==> config.mk <==
export PLATFORM = sky130hd
export DESIGN_NAME = uart_parity_transceiver_flat
export DESIGN_NICKNAME = d
export VERILOG_FILES = /design/src/upt_pkg.sv /design/src/upt_in_if.sv /design/src/upt_out_if.sv /design/src/upt_tx.sv /design/src/upt_rx.sv /design/src/uart_parity_transceiver.sv /design/src/flat_wrapper.sv
export SDC_FILE = /design/constraint.sdc
export NUM_CORES = 1
export LEC_CHECK = 0
export BUFFER_PORTS_ARGS = -buffer_cell sky130_fd_sc_hd__clkbuf_2
export CORE_MARGIN = 2
export CORE_UTILIZATION = 50
export DETAILED_ROUTE_END_ITERATION = 16
export GPL_ROUTABILITY_DRIVEN = 0
export GPL_TIMING_DRIVEN = 0
export HOLD_SLACK_MARGIN = 0.1
export PLACE_DENSITY = 0.78
export SLEW_MARGIN = 20
export SYNTH_ARGS = -nofsm -noshare
export SYNTH_HDL_FRONTEND = slang
export SYNTH_SLANG_ARGS = --single-unit
==> constraint.sdc <==
create_clock -name clk -period 4.8 [get_ports clk]
set_clock_uncertainty 0.2 [all_clocks]
set_input_delay 0.96 -clock clk [delete_from_list [all_inputs] [get_ports clk]]
set_output_delay 0.96 -clock clk [all_outputs]
set_load 0.005 [all_outputs]
==> src/upt_pkg.sv <==
// ----------------------------------------------------------------------------
// upt_pkg
// Shared types and constants for the 8E1 UART transceiver.
// ----------------------------------------------------------------------------
package upt_pkg;

  // configuration register indexes
  localparam logic [1:0] CFG_BIT_PERIOD  = 2'd0;
  localparam logic [1:0] CFG_START_DELAY = 2'd1;
  localparam logic [1:0] CFG_ENABLE      = 2'd2;

  localparam int          TIMER_W           = 16;
  localparam logic [15:0] BIT_PERIOD_RST    = 16'd416;
  localparam logic [15:0] START_DELAY_RST   = 16'd624;

  // frame bit counters: start is 10, data 9..2, parity 1, stop 0
  localparam logic [3:0] TX_BITS_FRAME = 4'h0A;
  localparam logic [3:0] RX_BITS_FRAME = 4'h09;

  // effective timing, zero already forced to one
  typedef struct packed {
    logic [TIMER_W-1:0] bit_period;
    logic [TIMER_W-1:0] start_delay;
    logic               enable;
  } cfg_t;

  // transmitter status seen by the receiver and the result register
  typedef struct packed {
    logic busy_nxt;
    logic line;
  } tx_stat_t;

  // receiver status and completed byte
  typedef struct packed {
    logic       busy_cur;
    logic       busy_nxt;
    logic       valid;
    logic [7:0] data;
    logic       parity_error;
  } rx_stat_t;

endpackage

==> src/upt_in_if.sv <==
// ----------------------------------------------------------------------------
// upt_in_if
// Request channel: one clock tick of line sample and send request.
// ----------------------------------------------------------------------------
interface upt_in_if;
  logic       valid;
  logic       ready;
  logic       rx_line;
  logic       send_request;
  logic [7:0] send_byte;

  modport source (output valid, output rx_line, output send_request,
                  output send_byte, input ready);
  modport sink   (input valid, input rx_line, input send_request,
                  input send_byte, output ready);
endinterface

==> src/upt_out_if.sv <==
// ----------------------------------------------------------------------------
// upt_out_if
// Result channel: line levels, busy flags and received byte per tick.
// ----------------------------------------------------------------------------
interface upt_out_if;
  logic       valid;
  logic       ready;
  logic       tx_line;
  logic       tx_busy;
  logic       rx_busy;
  logic       rx_valid;
  logic [7:0] rx_byte;
  logic       parity_error;

  modport source (output valid, output tx_line, output tx_busy, output rx_busy,
                  output rx_valid, output rx_byte, output parity_error,
                  input ready);
  modport sink   (input valid, input tx_line, input tx_busy, input rx_busy,
                  input rx_valid, input rx_byte, input parity_error,
                  output ready);
endinterface

==> src/upt_tx.sv <==
// ----------------------------------------------------------------------------
// upt_tx
// Transmit side: frames a byte as start, 8 data LSB first, even parity, stop.
// ----------------------------------------------------------------------------
module upt_tx (
  input  logic              clk,
  input  logic              rst_n,
  input  logic              step,
  input  upt_pkg::cfg_t     cfg,
  input  logic              send_request,
  input  logic [7:0]        send_byte,
  input  logic              rx_busy_cur,
  output upt_pkg::tx_stat_t stat
);

  logic [7:0]                  shift_r, shift_nxt;
  logic                        parity_r, parity_nxt;
  logic [3:0]                  bits_r, bits_nxt;
  logic [upt_pkg::TIMER_W-1:0] timer_r, timer_nxt;
  logic                        out_r, out_nxt;
  logic [upt_pkg::TIMER_W-1:0] timer_dec;
  logic [3:0]                  bits_dec;
  logic                        busy_cur;

  assign busy_cur  = (timer_r != '0);
  assign timer_dec = timer_r - 1'b1;
  assign bits_dec  = bits_r - 1'b1;

  // one tick of the transmitter
  always_comb begin
    shift_nxt  = shift_r;
    parity_nxt = parity_r;
    bits_nxt   = bits_r;
    timer_nxt  = timer_r;
    out_nxt    = out_r;
    if (!cfg.enable) begin
      timer_nxt = '0;
      bits_nxt  = '0;
      out_nxt   = 1'b1;
    end else begin
      // advance running frame
      if (busy_cur) begin
        timer_nxt = timer_dec;
        if (timer_dec == '0) begin
          if (bits_r == '0) begin
            out_nxt = 1'b1;
          end else begin
            bits_nxt = bits_dec;
            if (bits_dec >= 4'd2) begin
              out_nxt   = shift_r[0];
              shift_nxt = {1'b0, shift_r[7:1]};
            end else if (bits_dec == 4'd1) begin
              out_nxt = parity_r;
            end else begin
              out_nxt = 1'b1;
            end
            timer_nxt = cfg.bit_period;
          end
        end
      end
      // new send only while both sides idle
      if (send_request && !busy_cur && !rx_busy_cur) begin
        shift_nxt  = send_byte;
        parity_nxt = ^send_byte;
        bits_nxt   = upt_pkg::TX_BITS_FRAME;
        out_nxt    = 1'b0;
        timer_nxt  = cfg.bit_period;
      end
    end
  end

  // control state
  always_ff @(posedge clk) begin
    if (!rst_n) begin
      bits_r  <= '0;
      timer_r <= '0;
      out_r   <= 1'b1;
    end else if (step) begin
      bits_r  <= bits_nxt;
      timer_r <= timer_nxt;
      out_r   <= out_nxt;
    end
  end

  // frame data
  always_ff @(posedge clk) begin
    if (step) begin
      shift_r  <= shift_nxt;
      parity_r <= parity_nxt;
    end
  end

  assign stat.busy_nxt = (timer_nxt != '0);
  assign stat.line     = out_nxt;

endmodule

==> src/upt_rx.sv <==
// ----------------------------------------------------------------------------
// upt_rx
// Receive side: start edge detect, mid-bit sampling, even parity check.
// ----------------------------------------------------------------------------
module upt_rx (
  input  logic              clk,
  input  logic              rst_n,
  input  logic              step,
  input  upt_pkg::cfg_t     cfg,
  input  logic              rx_line,
  input  logic              tx_busy_nxt,
  output upt_pkg::rx_stat_t stat
);

  localparam logic [1:0] RX_IDLE   = 2'd0;
  localparam logic [1:0] RX_START  = 2'd1;
  localparam logic [1:0] RX_SAMPLE = 2'd2;

  logic [1:0]                  phase_r, phase_nxt;
  logic [7:0]                  shift_r, shift_nxt;
  logic [3:0]                  bits_r, bits_nxt;
  logic [upt_pkg::TIMER_W-1:0] timer_r, timer_nxt;
  logic                        par_r, par_nxt;
  logic                        prev_r;
  logic [upt_pkg::TIMER_W-1:0] timer_dec;
  logic                        busy_cur;
  logic                        done;

  assign busy_cur  = (phase_r != RX_IDLE);
  assign timer_dec = (timer_r != '0) ? timer_r - 1'b1 : timer_r;

  // one tick of the receiver
  always_comb begin
    phase_nxt = phase_r;
    shift_nxt = shift_r;
    bits_nxt  = bits_r;
    timer_nxt = timer_r;
    par_nxt   = par_r;
    done      = 1'b0;
    if (!cfg.enable) begin
      phase_nxt = RX_IDLE;
      timer_nxt = '0;
      bits_nxt  = '0;
    end else begin
      // sample at bit middles
      if (busy_cur) begin
        timer_nxt = timer_dec;
        if (timer_dec == '0) begin
          if (bits_r >= 4'd2) begin
            shift_nxt = {rx_line, shift_r[7:1]};
          end else if (bits_r == 4'd1) begin
            par_nxt = rx_line;
          end
          if (bits_r == '0) begin
            done      = 1'b1;
            phase_nxt = RX_IDLE;
          end else begin
            bits_nxt  = bits_r - 1'b1;
            timer_nxt = cfg.bit_period;
            phase_nxt = RX_SAMPLE;
          end
        end
      end
      // falling edge starts a frame unless transmitting
      if (!busy_cur && !tx_busy_nxt && prev_r && !rx_line) begin
        phase_nxt = RX_START;
        bits_nxt  = upt_pkg::RX_BITS_FRAME;
        timer_nxt = cfg.start_delay;
      end
    end
  end

  always_ff @(posedge clk) begin
    if (!rst_n) begin
      phase_r <= RX_IDLE;
      shift_r <= 8'hFF;
      bits_r  <= '0;
      timer_r <= '0;
      par_r   <= 1'b0;
      prev_r  <= 1'b1;
    end else if (step) begin
      phase_r <= phase_nxt;
      shift_r <= shift_nxt;
      bits_r  <= bits_nxt;
      timer_r <= timer_nxt;
      par_r   <= par_nxt;
      prev_r  <= rx_line;
    end
  end

  assign stat.busy_cur     = busy_cur;
  assign stat.busy_nxt     = (phase_nxt != RX_IDLE);
  assign stat.valid        = done;
  assign stat.data         = done ? shift_r : 8'h00;
  assign stat.parity_error = done & ((^shift_r) ^ par_r);

endmodule

==> src/uart_parity_transceiver.sv <==
// ----------------------------------------------------------------------------
// uart_parity_transceiver
// Half-duplex 8E1 UART stepped by one request per clock tick.
// ----------------------------------------------------------------------------
// Each request is one tick of the bit timer and yields exactly one result.
// A request is taken every cycle: the transmit and receive state update in
// the accepting cycle and the result lands in a single output register, which
// is refilled in the same cycle it is drained, so the block stalls only while
// that register is full and not taken. Timing (bit_period, start_delay) and
// enable are to be written by the user through the cfg port while the block
// is idle; the block itself does not enforce this. A zero timing value acts as one.
module uart_parity_transceiver (
  input  logic             clk,
  input  logic             rst_n,
  input  logic             cfg_we,
  input  logic [1:0]       cfg_index,
  input  logic [15:0]      cfg_data,
  upt_in_if.sink           in_if,
  upt_out_if.source        out_if
);

  logic [upt_pkg::TIMER_W-1:0] bit_period_r;
  logic [upt_pkg::TIMER_W-1:0] start_delay_r;
  logic                        enable_r;
  upt_pkg::cfg_t               cfg;
  upt_pkg::tx_stat_t           tx_stat;
  upt_pkg::rx_stat_t           rx_stat;
  logic                        step;
  logic                        out_valid_r;
  logic                        tx_line_r, tx_busy_r, rx_busy_r, rx_valid_r, perr_r;
  logic [7:0]                  rx_byte_r;

  // configuration registers
  always_ff @(posedge clk) begin
    if (!rst_n) begin
      bit_period_r  <= upt_pkg::BIT_PERIOD_RST;
      start_delay_r <= upt_pkg::START_DELAY_RST;
      enable_r      <= 1'b0;
    end else if (cfg_we) begin
      case (cfg_index)
        upt_pkg::CFG_BIT_PERIOD:  bit_period_r  <= cfg_data;
        upt_pkg::CFG_START_DELAY: start_delay_r <= cfg_data;
        upt_pkg::CFG_ENABLE:      enable_r      <= cfg_data[0];
        default: ;
      endcase
    end
  end

  assign cfg.bit_period  = (bit_period_r == '0) ? 16'd1 : bit_period_r;
  assign cfg.start_delay = (start_delay_r == '0) ? 16'd1 : start_delay_r;
  assign cfg.enable      = enable_r;

  // request taken whenever the result register is free or draining
  assign in_if.ready = !out_valid_r || out_if.ready;
  assign step        = in_if.valid && in_if.ready;

  upt_tx u_tx (
    .clk          (clk),
    .rst_n        (rst_n),
    .step         (step),
    .cfg          (cfg),
    .send_request (in_if.send_request),
    .send_byte    (in_if.send_byte),
    .rx_busy_cur  (rx_stat.busy_cur),
    .stat         (tx_stat)
  );

  upt_rx u_rx (
    .clk         (clk),
    .rst_n       (rst_n),
    .step        (step),
    .cfg         (cfg),
    .rx_line     (in_if.rx_line),
    .tx_busy_nxt (tx_stat.busy_nxt),
    .stat        (rx_stat)
  );

  // result register valid
  always_ff @(posedge clk) begin
    if (!rst_n) begin
      out_valid_r <= 1'b0;
    end else if (in_if.ready) begin
      out_valid_r <= step;
    end
  end

  // result register payload
  always_ff @(posedge clk) begin
    if (step) begin
      tx_line_r  <= tx_stat.line;
      tx_busy_r  <= tx_stat.busy_nxt;
      rx_busy_r  <= rx_stat.busy_nxt;
      rx_valid_r <= rx_stat.valid;
      rx_byte_r  <= rx_stat.data;
      perr_r     <= rx_stat.parity_error;
    end
  end

  assign out_if.valid        = out_valid_r;
  assign out_if.tx_line      = tx_line_r;
  assign out_if.tx_busy      = tx_busy_r;
  assign out_if.rx_busy      = rx_busy_r;
  assign out_if.rx_valid     = rx_valid_r;
  assign out_if.rx_byte      = rx_byte_r;
  assign out_if.parity_error = perr_r;

endmodule
==> src/flat_wrapper.sv <==
// flat-port wrapper written by rule: the top's interface ports become plain ports
module uart_parity_transceiver_flat 
  (clk, rst_n, cfg_we, cfg_index, cfg_data, in_if_valid, in_if_rx_line, in_if_send_request, in_if_send_byte, in_if_ready, out_if_valid, out_if_tx_line, out_if_tx_busy, out_if_rx_busy, out_if_rx_valid, out_if_rx_byte, out_if_parity_error, out_if_ready);
  upt_in_if in_if_i ();
  upt_out_if out_if_i ();
  input  logic clk;
  input  logic rst_n;
  input  logic cfg_we;
  input  logic [1:0] cfg_index;
  input  logic [15:0] cfg_data;
  input wire logic [$bits(in_if_i.valid)-1:0] in_if_valid;
  input wire logic [$bits(in_if_i.rx_line)-1:0] in_if_rx_line;
  input wire logic [$bits(in_if_i.send_request)-1:0] in_if_send_request;
  input wire logic [$bits(in_if_i.send_byte)-1:0] in_if_send_byte;
  output wire logic [$bits(in_if_i.ready)-1:0] in_if_ready;
  output wire logic [$bits(out_if_i.valid)-1:0] out_if_valid;
  output wire logic [$bits(out_if_i.tx_line)-1:0] out_if_tx_line;
  output wire logic [$bits(out_if_i.tx_busy)-1:0] out_if_tx_busy;
  output wire logic [$bits(out_if_i.rx_busy)-1:0] out_if_rx_busy;
  output wire logic [$bits(out_if_i.rx_valid)-1:0] out_if_rx_valid;
  output wire logic [$bits(out_if_i.rx_byte)-1:0] out_if_rx_byte;
  output wire logic [$bits(out_if_i.parity_error)-1:0] out_if_parity_error;
  input wire logic [$bits(out_if_i.ready)-1:0] out_if_ready;
  assign in_if_i.valid = in_if_valid;
  assign in_if_i.rx_line = in_if_rx_line;
  assign in_if_i.send_request = in_if_send_request;
  assign in_if_i.send_byte = in_if_send_byte;
  assign in_if_ready = in_if_i.ready;
  assign out_if_valid = out_if_i.valid;
  assign out_if_tx_line = out_if_i.tx_line;
  assign out_if_tx_busy = out_if_i.tx_busy;
  assign out_if_rx_busy = out_if_i.rx_busy;
  assign out_if_rx_valid = out_if_i.rx_valid;
  assign out_if_rx_byte = out_if_i.rx_byte;
  assign out_if_parity_error = out_if_i.parity_error;
  assign out_if_i.ready = out_if_ready;
  uart_parity_transceiver u_core (.clk(clk), .rst_n(rst_n), .cfg_we(cfg_we), .cfg_index(cfg_index), .cfg_data(cfg_data), .in_if(in_if_i), .out_if(out_if_i));
endmodule
; ---- Word level (Yosys, flattened, before mapping)
; Cells that the tools add are included.
[classes]
reduce_logical = 39
order_cmp = 2
n_mux = 44
eq_ne = 11
bitwise_logic = 3
addsub = 4
[ops]
columns = operator, n
row1 = two-way mux 16 bit, 13
row2 = zero test 16 bit, 4
row3 = nonzero test 16 bit, 3
row4 = two-way mux 4 bit, 10
row5 = two-way mux 8 bit, 5
row6 = subtractor 16 x 1 -> 16 bit (second input constant), 2
row7 = inequality test 3 bit (second input constant), 6
row8 = XOR reduction 8 bit, 2
row9 = AND reduction 6 bit, 2
row10 = two-way mux 1 bit, 11
row11 = two-way mux 2 bit, 5
row12 = nonzero test 2 bit, 5
row13 = == test 4 x 1 -> 1 bit (second input constant), 2
row14 = >= comparator 4 x 2 -> 1 bit (second input constant), 2
row15 = zero test 4 bit, 2
row16 = AND reduction 2 bit, 4
row17 = AND reduction 4 bit, 2
row18 = subtractor 4 x 1 -> 4 bit (second input constant), 2
row19 = logical AND 1 bit, 6
row20 = zero test 1 bit, 5
row21 = AND reduction 5 bit, 1
row22 = AND reduction 3 bit, 1
row23 = == test 2 x 1 -> 1 bit (second input constant), 1
row24 = == test 2 bit (second input constant), 1
row25 = other kinds (6), 6
[word_totals]
input_bits = 33
register_bits = 109
out_inout_bits = 15
word_cells = 124

; ---- Depth between registers and ports, before layout
; Gate-level depths: netlist (run 1).
[logic_depth]
word_depth = 15
ltp_mapped = 13
depth_no_buf = 11

; ---- Cells and area by module
; From an unflattened synthesis (run 1), not the netlist that was laid out.
[unflattened]
cells_unflattened = 791
area_unflattened_um2 = 6402.4
[modules_own_cells]
columns = module, seq_area_each_um2, area_per_inst_um2, n_inst, cells_each
row1 = upt_rx, 640.6, 2321.0, 1, 307
row2 = upt_tx, 690.7, 2202.1, 1, 281
row3 = uart_parity_transceiver, 1071.0, 1879.3, 1, 203

; ---- Worst setup path before layout (run 1)
; No wires, ideal clock.
[synth_timing]
kind = flip-flop to flip-flop
startpoint = register u_core.u_rx.timer_r[0] in the netlist's numbering
endpoint = register u_core.u_rx.shift_r[0]
path_buffers = 2
path_slack_ns = 0.817
required_time_ns = 4.471
synth_period_minus_slack_ns = 3.983
arrival_ns = 3.653
setup_ns = 0.129
stages_incl_launch_ff = 14
cell_sequence = dfxtp_1 inv_1 ha_1 or4b_1 clkbuf_2 nor4_4 mux2_2 or4b_4 nor4_4 nand2b_2 or4_4 buf_6 mux2i_1 nand2_1
[synth_via]
elab_chain_cells = 4
elab_cells_between_ends = 5
classes_between = add/sub (1) / mux (1) / reduce/logical (3)
[synth_rtl]
columns = item, line
row1 = "start, declared", upt_rx.sv:22  ; logic [upt_pkg::TIMER_W-1:0] timer_r, timer_nxt;
row2 = "start signal, assigned", upt_rx.sv:85  ; timer_r <= timer_nxt;
row3 = subtractor 16 x 1 -> 16 bit / nonzero test 16 bit (equally long branches), upt_rx.sv:30  ; assign timer_dec = (timer_r != '0) ? timer_r - 1'b1 : timer_r;
row4 = two-way mux 16 bit *, upt_rx.sv:30
row5 = zero test 16 bit *, upt_rx.sv:48  ; if (timer_dec == '0) begin
row6 = AND reduction 5 bit (no line) *, n/a
row7 = "end signal, assigned", upt_rx.sv:83  ; shift_r <= shift_nxt;
row8 = "end, declared", upt_rx.sv:20  ; logic [7:0] shift_r, shift_nxt;
; Every way passes the cells marked *; elsewhere a longest branch is shown, timed or not.
; A chain may end at the register's enable or synchronous reset.

; ---- Worst setup path in the final report (run 1)
[layout_timing]
startpoint = register u_core.u_rx.timer_r[0] in the netlist's numbering
endpoint = register u_core.u_rx.shift_r[3]
; Same word-level chain as after synthesis.

==> flow_summary.yaml, run 1 <==
setup_path:
  cpMaxStageDelayCell: "or4b_4"
  crit_path_cell_trace: "inv_1 -> ha_1 -> or4b_1 -> clkbuf_2 -> nor4_4 -> mux2_2 -> or4b_4 -> nor4_4 -> nand2b_2 -> or4_4 -> buf_6 -> mux2i_1 -> nand2_1"
  cp-end-kind: "flop"
  critPathRequiredTime_ns: 4.82
  critPathLaunchType: "flop"
  slowest_delay_ns: 0.56
  path_max_fanout: 8
  critPathKind: "reg -> reg"
  cp_data_arrival_time_ns: 4.51
  path_common_cell: "nor4_4"
synth:
  synth-adder-area-share_pct: 2.19
  yosys.area_share.simple_pct: 29.9
  synth_compound_area_share_pct: 18.5
  synth_edf_count: 22
  async_reset_ff_share_pct: 0
  ys_seq_area_share_pct: 38.2
  synth_top_family_by_area: "simple AND/OR/NAND/NOR gates"
  yosysWarnings: 0
  syn_area_per_cell_um2: 8.19
  synthFlopType: "dfxtp_1"
  synth.mux.area_fraction_pct: 2.11
  synth_seq_cells: 109
  synth_area_um2: 6290
  syn_inst: 768
  synth_nets: 812
  synth-xor-area-share_pct: 5.01
  yosysUniqueCellTypes: 69
clock_network:
  clk_pin_slew_ns: 0.07
  insertion_delay_ns: 0.36
  cts_inserted_buffers: 9
  root_buffer: "clkbuf_16"
  cts.sinks: 109
  clock_path_buffers: 2
  htree_num_levels: 3
  cts_hold_buf: 0
  cts_tree: "yes"
power:
  p_sw_share_pct: 25.4
  leakagePower_nw: 2.78
  switchingPower_mw: 0.491
  seq_power_share_pct: 50.2
  p_clk_share_pct: 39.1
  internal-power_mw: 1.45
  ir_drop_uv: 172
  pwr-share-comb_pct: 10.7
  power_density_nw_per_um2: 274
layout:
  layout_common_cells: "nand2_1 (145), dfxtp_1 (87), clkbuf_2 (49), nor2_1 (49)"
  finalNetCount: 870
  final_common_cell: "nand2_1"
  diodes: 0
  syn_to_final_growth_pct: 12.3
  layout-drive-gt1-share_pct: 11.0
global_route:
  grt_overflow: 0
  first_global_vias: 5414
  grt_start_max_net_pins: 23
  grt_pass1_wl_um: 27200
  antenna_found_initial: 0
  grt_use_total_pct: 25.8
route:
  drc: 0
  vias: 5939
  ant_nets: 0
  wl_um: 16500
  firstDrtPassIters: 5
  via_per_inst: 5.94
  initialDrtViolationCount: 581
  post_drt_wl_per_cell_um: 16.5
timing:
  fmax_mhz: 223
  fin_crit_sh_pct: 93.6
  slew-limit-headroom_pct: 42.4
  rsz0062_at_grt: "no"
  min_period_ns: 4.49
  finalWorstSetupSlack_ns: 0.306
  slew_violations: 0
  worst_slew_pin_slew_ns: 0.852
  whs_ns: 0.273
  finalSetupViolations: 0
  fin_setup_tns_ns: 0
  hold_viol_final: 0
place:
  port_buffers: 47
  place_ws_ns: 0.324
  dp_hpwl_um: 12400
flow_run:
  maxCapViolations: 0
die:
  dieArea_um2: 13500
  die_w_um: 116
  die_h_um: 116
  core_area_um2: 12200
  num_rows: 40
  start_util_pct: 51.7
  ios: 48
min_path:
  min_path_type: "reg -> reg"
status:
  outcome: "finished clean"
## worst max-delay path: cells and delay by family (launching register included)
family	cells	cell delay (ns)
fa+ha+maj	1	0.28
buf+inv	3	0.46
flops	1	0.35
mux	2	0.57
simple gates	7	2.47
## state kept, by name, indices dropped and copies added, names as in the netlist, 2 cells and up
name,count
u_core.u_rx.phase_r,2
u_core.bit_period_r,16
u_core.u_rx.timer_r,16
u_core.u_tx.bits_r,4
u_core.u_tx.timer_r,16
u_core.u_rx.bits_r,4
u_core.u_tx.shift_r,8
u_core.out_if.rx_byte,8
u_core.u_rx.shift_r,8
u_core.start_delay_r,16
## metal layers
layer	vias up	share of wire, %	track usage (%)
li1	2874	-	-
met1	2795	45	36.2
met2	238	45	40.7
met3	32	7.2	4.00
met4	0	2.4	9.21
met5	-	0	0
## layout make-up
class / instances / area (um2)
inverter: 17 / 63.8
buffer: 46 / 195
fill: 1150 / 5100
clock inverter: 3 / 22.5
tap: 168 / 210
sequential: 109 / 2400
timing repair buffer: 47 / 235
multi-input combinational: 596 / 3650
clock buffer: 13 / 282
## synthesized netlist by cell type (12+ instances only)
master | count | area, um2
nor2_1 | 49 | 184
a21boi_0 | 29 | 218
edfxtp_1 | 22 | 661
xnor2_1 | 24 | 210
a21oi_1 | 37 | 185
nor3_1 | 15 | 75.1
dfxtp_1 | 87 | 1740
inv_1 | 17 | 63.8
o21ai_0 | 31 | 155
nand2_1 | 145 | 544
xor2_1 | 12 | 105
nand3_1 | 21 | 105
nor4_1 | 21 | 131
clkbuf_1 | 36 | 135
nand4_1 | 12 | 75.1
a221o_1 | 16 | 160
and2_1 | 21 | 131
## kinds of logic (layout without fill, tap and decap cells)
logic type | Yosys count | after routing
compound gates | 171 | 171
xor+xnor | 36 | 36
simple gates | 365 | 365
fa+ha+maj | 11 | 11
mux | 13 | 13
buf+inv | 63 | 126
flops | 109 | 109
## power by group through the flow
| stage | clock network, mW | logic, mW | registers (mW) |
|---|---|---|---|
| after floorplan | 0 | 0.135 | 0.987 |
| after global placement | 0 | 0.200 | 0.992 |
| after detailed placement | 0 | 0.202 | 0.993 |
| after CTS | 0.769 | 0.203 | 0.971 |
| after global routing | 0.805 | 0.232 | 0.974 |
| final | 0.757 | 0.208 | 0.972 |
## worst paths after layout
path,start,end,slack [ns],depth (start not counted)
worst max register to register,u_core.u_rx.timer_r[0],u_core.u_rx.shift_r[3],0.31,13
worst min-delay path,u_core.bit_period_r[0],u_core.bit_period_r[0],0.27,2
worst min register to register,u_core.bit_period_r[0],u_core.bit_period_r[0],0.27,2
worst max-delay path,u_core.u_rx.timer_r[0],u_core.u_rx.shift_r[3],0.31,13
## stage by stage
stage | utilization, % | cell area (um2) | instances | power [mW]
2_1_floorplan | - | 6290 | 768 | 1.12
3_3_place_gp | 55.4 | 6730 | 983 | 1.19
3_5_place_dp | 55.4 | 6730 | 983 | 1.19
4_1_cts | 57.9 | 7040 | 999 | 1.94
5_1_grt | 58.1 | 7060 | 999 | 2.01
6_report | 58.1 | 7060 | 999 | 1.94
## what timing repair did
action / CTS / global route
setup buffers: 0 / 0
setup endpoints to repair: 0 / 10
gates resized for setup: 0 / 4
(Power assumes the default switching activity.)
==> inputs of run 2 (changes only) <==
--- a/config.mk
+++ b/config.mk
@@ -6,7 +6,7 @@
 export NUM_CORES = 1
 export LEC_CHECK = 0
 export BUFFER_PORTS_ARGS = -buffer_cell sky130_fd_sc_hd__clkbuf_2
-export CORE_MARGIN = 2
+export CORE_MARGIN = 4
 export CORE_UTILIZATION = 50
 export DETAILED_ROUTE_END_ITERATION = 16
 export GPL_ROUTABILITY_DRIVEN = 0
@@ -16,4 +16,5 @@
 export SLEW_MARGIN = 20
 export SYNTH_ARGS = -nofsm -noshare
 export SYNTH_HDL_FRONTEND = slang
+export SYNTH_HIERARCHICAL = 1
 export SYNTH_SLANG_ARGS = --single-unit
==> flow_summary.yaml, run 2 <==
layout:
  finalNetCount: 895
  diodes: 0
  finalInstanceArea_um2: 7320
  final_common_cell: "nand2_1"
  syn_to_final_growth_pct: 14.3
  fin_cells: 1028
  layout-drive-gt1-share_pct: 16.0
  layout_common_cells: "nand2_1 (143), dfxtp_1 (84), o21ai_0 (52)"
synth:
  synthFlopType: "dfxtp_1"
  syn_area_per_cell_um2: 8.09
  ys_seq_area_share_pct: 37.5
  synthTopCellsByArea: "dfxtp_1 (27%), edfxtp_1 (10%), nand2_1 (8.4%)"
  yosysMostFrequentCell: "nand2_1"
  async_reset_ff_share_pct: 0
  synth_top_area_share_pct: 27.2
  synth_commonest_cells: "nand2_1 (143), dfxtp_1 (87), clkbuf_1 (56), o21ai_0 (55), nor2_1 (44)"
  yosysTopAreaCell: "dfxtp_1"
  yosysUniqueCellTypes: 83
  synth_nets: 835
  synth_area_um2: 6400
  synth_edf_count: 22
  synth_seq_cells: 109
  syn_inst: 791
  yosysWarnings: 6
setup_path:
  cpMaxStageDelayCell: "or4_4"
  critPathRequiredTime_ns: 4.85
  path_max_fanout: 10
  critPathLaunchType: "flop"
  cp_data_arrival_time_ns: 4.67
  slowest_delay_ns: 0.55
  path_common_cell: "or3_4"
  critPathKind: "reg -> reg"
  crit_path_cell_trace: "or4_4 -> or3_4 -> or3_4 -> and3_4 -> and4_4 -> buf_6 -> or3_4 -> o211ai_1 -> o211ai_1 -> or3b_4 -> a31oi_4 -> nand2b_4 -> buf_6 -> and3_1 -> o21ai_0 -> a21oi_1 -> a21oi_1"
  worst-path-buf-inv: 2
  path_delay_family: "simple AND/OR/NAND/NOR gates"
  cp-end-kind: "flop"
clock_network:
  cts.sinks: 109
  insertion_delay_ns: 0.36
  clock_path_buffers: 2
  cts_inserted_buffers: 9
  root_buffer: "clkbuf_16"
  clk_pin_slew_ns: 0.07
  cts_tree: "yes"
  htree_num_levels: 3
route:
  firstDrtPassIters: 8
  ant_nets: 0
  initialDrtViolationCount: 603
  wl_um: 17000
  post_drt_wl_per_cell_um: 16.6
  vias: 5995
  via_per_inst: 5.83
  drc: 0
min_path:
  min_path_type: "reg -> reg"
power:
  leakagePower_nw: 2.90
  ir_drop_uv: 205
  switchingPower_mw: 0.542
  power_density_nw_per_um2: 280
  p_clk_share_pct: 39.1
  p_sw_share_pct: 26.5
  seq_power_share_pct: 47.3
  internal-power_mw: 1.51
  pwr-share-comb_pct: 13.6
global_route:
  antenna_found_initial: 0
  grt_pass1_wl_um: 27500
  grt_overflow: 0
  grt_start_max_net_pins: 24
  first_global_vias: 5441
  grt_use_total_pct: 23.5
status:
  outcome: "finished clean"
die:
  dieArea_um2: 14700
  die_h_um: 121
  num_rows: 41
  core_area_um2: 12600
  start_util_pct: 50.9
  ios: 48
  die_w_um: 121
timing:
  slew_violations: 0
  worst_slew_pin_slew_ns: 1.03
  hold_viol_final: 0
  min_period_ns: 4.62
  finalWorstSetupSlack_ns: 0.179
  slew-limit-headroom_pct: 31.4
  finalSetupViolations: 0
  fin_crit_sh_pct: 96.3
  fmax_mhz: 216
  rsz0062_at_grt: "no"
flow_run:
  maxCapViolations: 0
place:
  dp_cells: 1010
  port_buffers: 47
  dp_hpwl_um: 12500
  post_dp_cell_area_um2: 6850
  place_ws_ns: -1.05
run 2: cell type report:
| class | count | area (um2) |
|---|---|---|
| buffer | 73 | 374 |
| clock buffer | 10 | 250 |
| clock inverter | 6 | 75.1 |
| fill | 1180 | 5250 |
| inverter | 19 | 71.3 |
| multi-input combinational | 587 | 3640 |
| sequential | 109 | 2410 |
| tap | 172 | 215 |
| timing repair buffer | 52 | 277 |
run 2: worst reg2reg max path, cell delays in order, from the launching register on:
cell and delay (ns):
dfxtp_4 0.37, or4_4 0.55, or3_4 0.45, or3_4 0.36
and3_4 0.20, and4_4 0.17, buf_6 0.12, or3_4 0.33
o211ai_1 0.10, o211ai_1 0.16, or3b_4 0.46, a31oi_4 0.29
nand2b_4 0.19, buf_6 0.15, and3_1 0.15, o21ai_0 0.07
a21oi_1 0.14, a21oi_1 0.05
run 2: kinds of logic (layout without fill, tap and decap cells):
kind of cell / Yosys count / after routing / share of synthesized area [%]
buf+inv: 95 / 160 / 6.84
flops: 109 / 109 / 37.5
fa+ha+maj: 11 / 11 / 2.15
compound gates: 191 / 191 / 19.9
simple gates: 345 / 345 / 27.9
xor+xnor: 27 / 27 / 3.69
mux: 13 / 13 / 2.03
run 2: power groups by stage:
| stage | Clock [mW] | Combinational, mW | Sequential (mW) |
|---|---|---|---|
| after floorplan | 0 | 0.179 | 0.986 |
| after global placement | 0 | 0.256 | 0.990 |
| after detailed placement | 0 | 0.259 | 0.990 |
| after CTS | 0.819 | 0.268 | 0.969 |
| after global routing | 0.856 | 0.306 | 0.971 |
| final | 0.801 | 0.280 | 0.969 |
run 2: metal layers:
metal	vias to the layer above	part of all wire (%)	GRT usage, %
li1	2905	-	-
met4	0	2.7	8.82
met5	-	0	0
met2	269	46	38.3
met1	2785	44	30.9
met3	36	7.4	4.80
run 2: worst paths after layout:
path                                             start                      end  slack [ns]  cells past startpoint
worst max-delay path            u_core/u_tx/timer_r[4]  u_core/u_rx/timer_r[13]        0.18                     17
worst max register to register  u_core/u_tx/timer_r[4]  u_core/u_rx/timer_r[13]        0.18                     17
worst min register to register  u_core/bit_period_r[0]   u_core/bit_period_r[0]        0.26                      2
worst min-delay path            u_core/bit_period_r[0]   u_core/bit_period_r[0]        0.26                      2
run 2: timing repair:
action | 4_1_cts | 5_1_grt
hold buffers | 0 | 0
pin swaps | 4 | 9
buffers inserted | 4 | 1
setup endpoints to repair | 22 | 22
hold endpoints to repair | 0 | 0
gates resized for setup | 13 | 28
run 2: metrics by stage:
stage | hold slack [ns] | TNS [ns] | power, mW | utilization (%)
after CTS | 0.259 | 0 | 2.06 | 57.6
after floorplan | 0.233 | 0 | 1.16 | -
after global placement | 0.244 | -14.59 | 1.25 | 54.5
final | 0.258 | 0 | 2.05 | 58.2
after global routing | 0.293 | 0 | 2.13 | 58.2
after detailed placement | 0.250 | -16.03 | 1.25 | 54.5
==> inputs of run 3 (changes only) <==
--- a/config.mk
+++ b/config.mk
@@ -13,8 +13,8 @@
 export GPL_TIMING_DRIVEN = 0
 export HOLD_SLACK_MARGIN = 0.1
 export PLACE_DENSITY = 0.78
+export SKIP_CTS_REPAIR_TIMING = 1
 export SLEW_MARGIN = 20
 export SYNTH_ARGS = -nofsm -noshare
 export SYNTH_HDL_FRONTEND = slang
-export SYNTH_HIERARCHICAL = 1
 export SYNTH_SLANG_ARGS = --single-unit
==> flow_summary.yaml, run 3 (synthesis results as in run 1) <==
status:
  outcome: "finished clean"
die:
  ios: 48
  num_rows: 40
  die_h_um: 120
  die_w_um: 120
  core_area_um2: 12200
  start_util_pct: 51.7
  dieArea_um2: 14400
global_route:
  grt_use_total_pct: 23.6
  grt_overflow: 0
  first_global_vias: 5498
  grt_pass1_wl_um: 27500
  grt_start_max_net_pins: 23
  antenna_found_initial: 0
layout:
  fin_cells: 1000
  layout-drive-gt1-share_pct: 10.9
  syn_to_final_growth_pct: 12.5
  finalNetCount: 871
  final_common_cell: "nand2_1"
  layout_common_cells: "nand2_1 (145), dfxtp_1 (87), clkbuf_2 (49), nor2_1 (49)"
  diodes: 0
route:
  vias: 5889
  via_per_inst: 5.89
  drc: 0
  firstDrtPassIters: 5
  initialDrtViolationCount: 570
  post_drt_wl_per_cell_um: 16.8
  ant_nets: 0
  wl_um: 16800
setup_path:
  cp_data_arrival_time_ns: 4.54
  worstReg2RegStart: "u_core.u_tx.timer_r[0]"
  rr_worst_depth: 13
  path_max_fanout: 10
  reg2reg_to: "u_core.u_rx.timer_r[6]"
  endpoint: "u_core.u_rx.timer_r[6]"
  critPathRequiredTime_ns: 4.91
  critPathKind: "reg -> reg"
  cp-startpoint: "u_core.u_tx.timer_r[0]"
  critPathLaunchType: "flop"
  r2r_setup_slack_ns: 0.36
  cp-end-kind: "flop"
power:
  power_density_nw_per_um2: 277
  leakagePower_nw: 2.79
  ir_drop_uv: 200
timing:
  fin_crit_sh_pct: 92.4
  hold_viol_final: 0
  min_period_ns: 4.44
  whs_ns: 0.275
  rsz0062_at_grt: "no"
  worst_slew_pin_slew_ns: 0.992
  slew_violations: 0
  finalSetupViolations: 0
  fin_setup_tns_ns: 0
  slew-limit-headroom_pct: 33.7
  fmax_mhz: 225
clock_network:
  clock_path_buffers: 2
  htree_num_levels: 3
  root_buffer: "clkbuf_16"
  cts_tree: "yes"
  insertion_delay_ns: 0.36
  cts.sinks: 109
  cts_inserted_buffers: 9
  clk_pin_slew_ns: 0.08
place:
  port_buffers: 47
  dp_cells: 983
  dp_hpwl_um: 12600
flow_run:
  maxCapViolations: 0
min_path:
  min_path_type: "reg -> reg"
run 3: changes by cell type in the layout (fill, tap and decap cells not counted), sizes merged, moves of 7 or more:
cell,previous run,this run
a221o,0,16
and2,13,23
buf,28,10
clkbuf,107,96
o21ai,56,37
o31ai,7,0
run 3: layout make-up:
type / instances / area, um2
fillers: 1106 / 5090
clock inverters: 4 / 35.0
well taps: 168 / 210
multi-input cells: 596 / 3640
plain buffers: 46 / 195
flip-flops and latches: 109 / 2400
inverters: 17 / 63.8
repair buffers: 48 / 243
clock buffers: 12 / 279
run 3: critical path: stages, from the launching register on:
cell	delay [ns]
dfxtp_1	0.39
inv_1	0.13
ha_1	0.15
nor4b_1	0.71
and4_1	0.28
clkbuf_1	0.33
a211o_1	0.19
nor3_1	0.04
a211oi_1	0.50
o2111ai_1	0.19
a21o_1	0.27
nor4_4	0.49
buf_2	0.31
a221o_1	0.20
run 3: metal layers:
layer / vias up / share of wire [%] / global-route usage, %
li1: 2871 / - / -
met1: 2743 / 46 / 32.7
met2: 239 / 44 / 36.3
met3: 36 / 7.0 / 4.10
met4: 0 / 2.8 / 10.1
met5: - / 0 / 0
run 3: through the flow:
stage	setup WS, ns	power (mW)	util (%)	area, um2
after floorplan	0.817	1.12	-	6290
after global placement	0.366	1.19	55.4	6730
after detailed placement	0.295	1.20	55.4	6730
after CTS	0.275	1.96	57.9	7050
after global routing	0.0989	2.02	58.1	7070
final	0.365	1.96	58.1	7070
run 3: where the power goes:
| part | switching, mW | internal (mW) | total [mW] |
|---|---|---|---|
| Clock | 0.359 | 0.422 | 0.781 |
| Sequential | 0.0181 | 0.954 | 0.972 |
| Combinational | 0.132 | 0.0770 | 0.209 |
| Total | 0.510 | 1.45 | 1.96 |
run 3: how the worst min path moves through the flow:
stage	from	to	slack, ns	cells after the start
floorplan	u_core.u_tx.out_r	u_core.u_tx.out_r	0.24	2
global route	u_core.bit_period_r[0]	u_core.bit_period_r[0]	0.30	2
detailed placement	u_core.bit_period_r[0]	u_core.bit_period_r[0]	0.26	2
global placement	u_core.u_rx.prev_r	u_core.u_rx.prev_r	0.25	2
CTS	u_core.bit_period_r[0]	u_core.bit_period_r[0]	0.27	2
finish	u_core.bit_period_r[0]	u_core.bit_period_r[0]	0.28	2
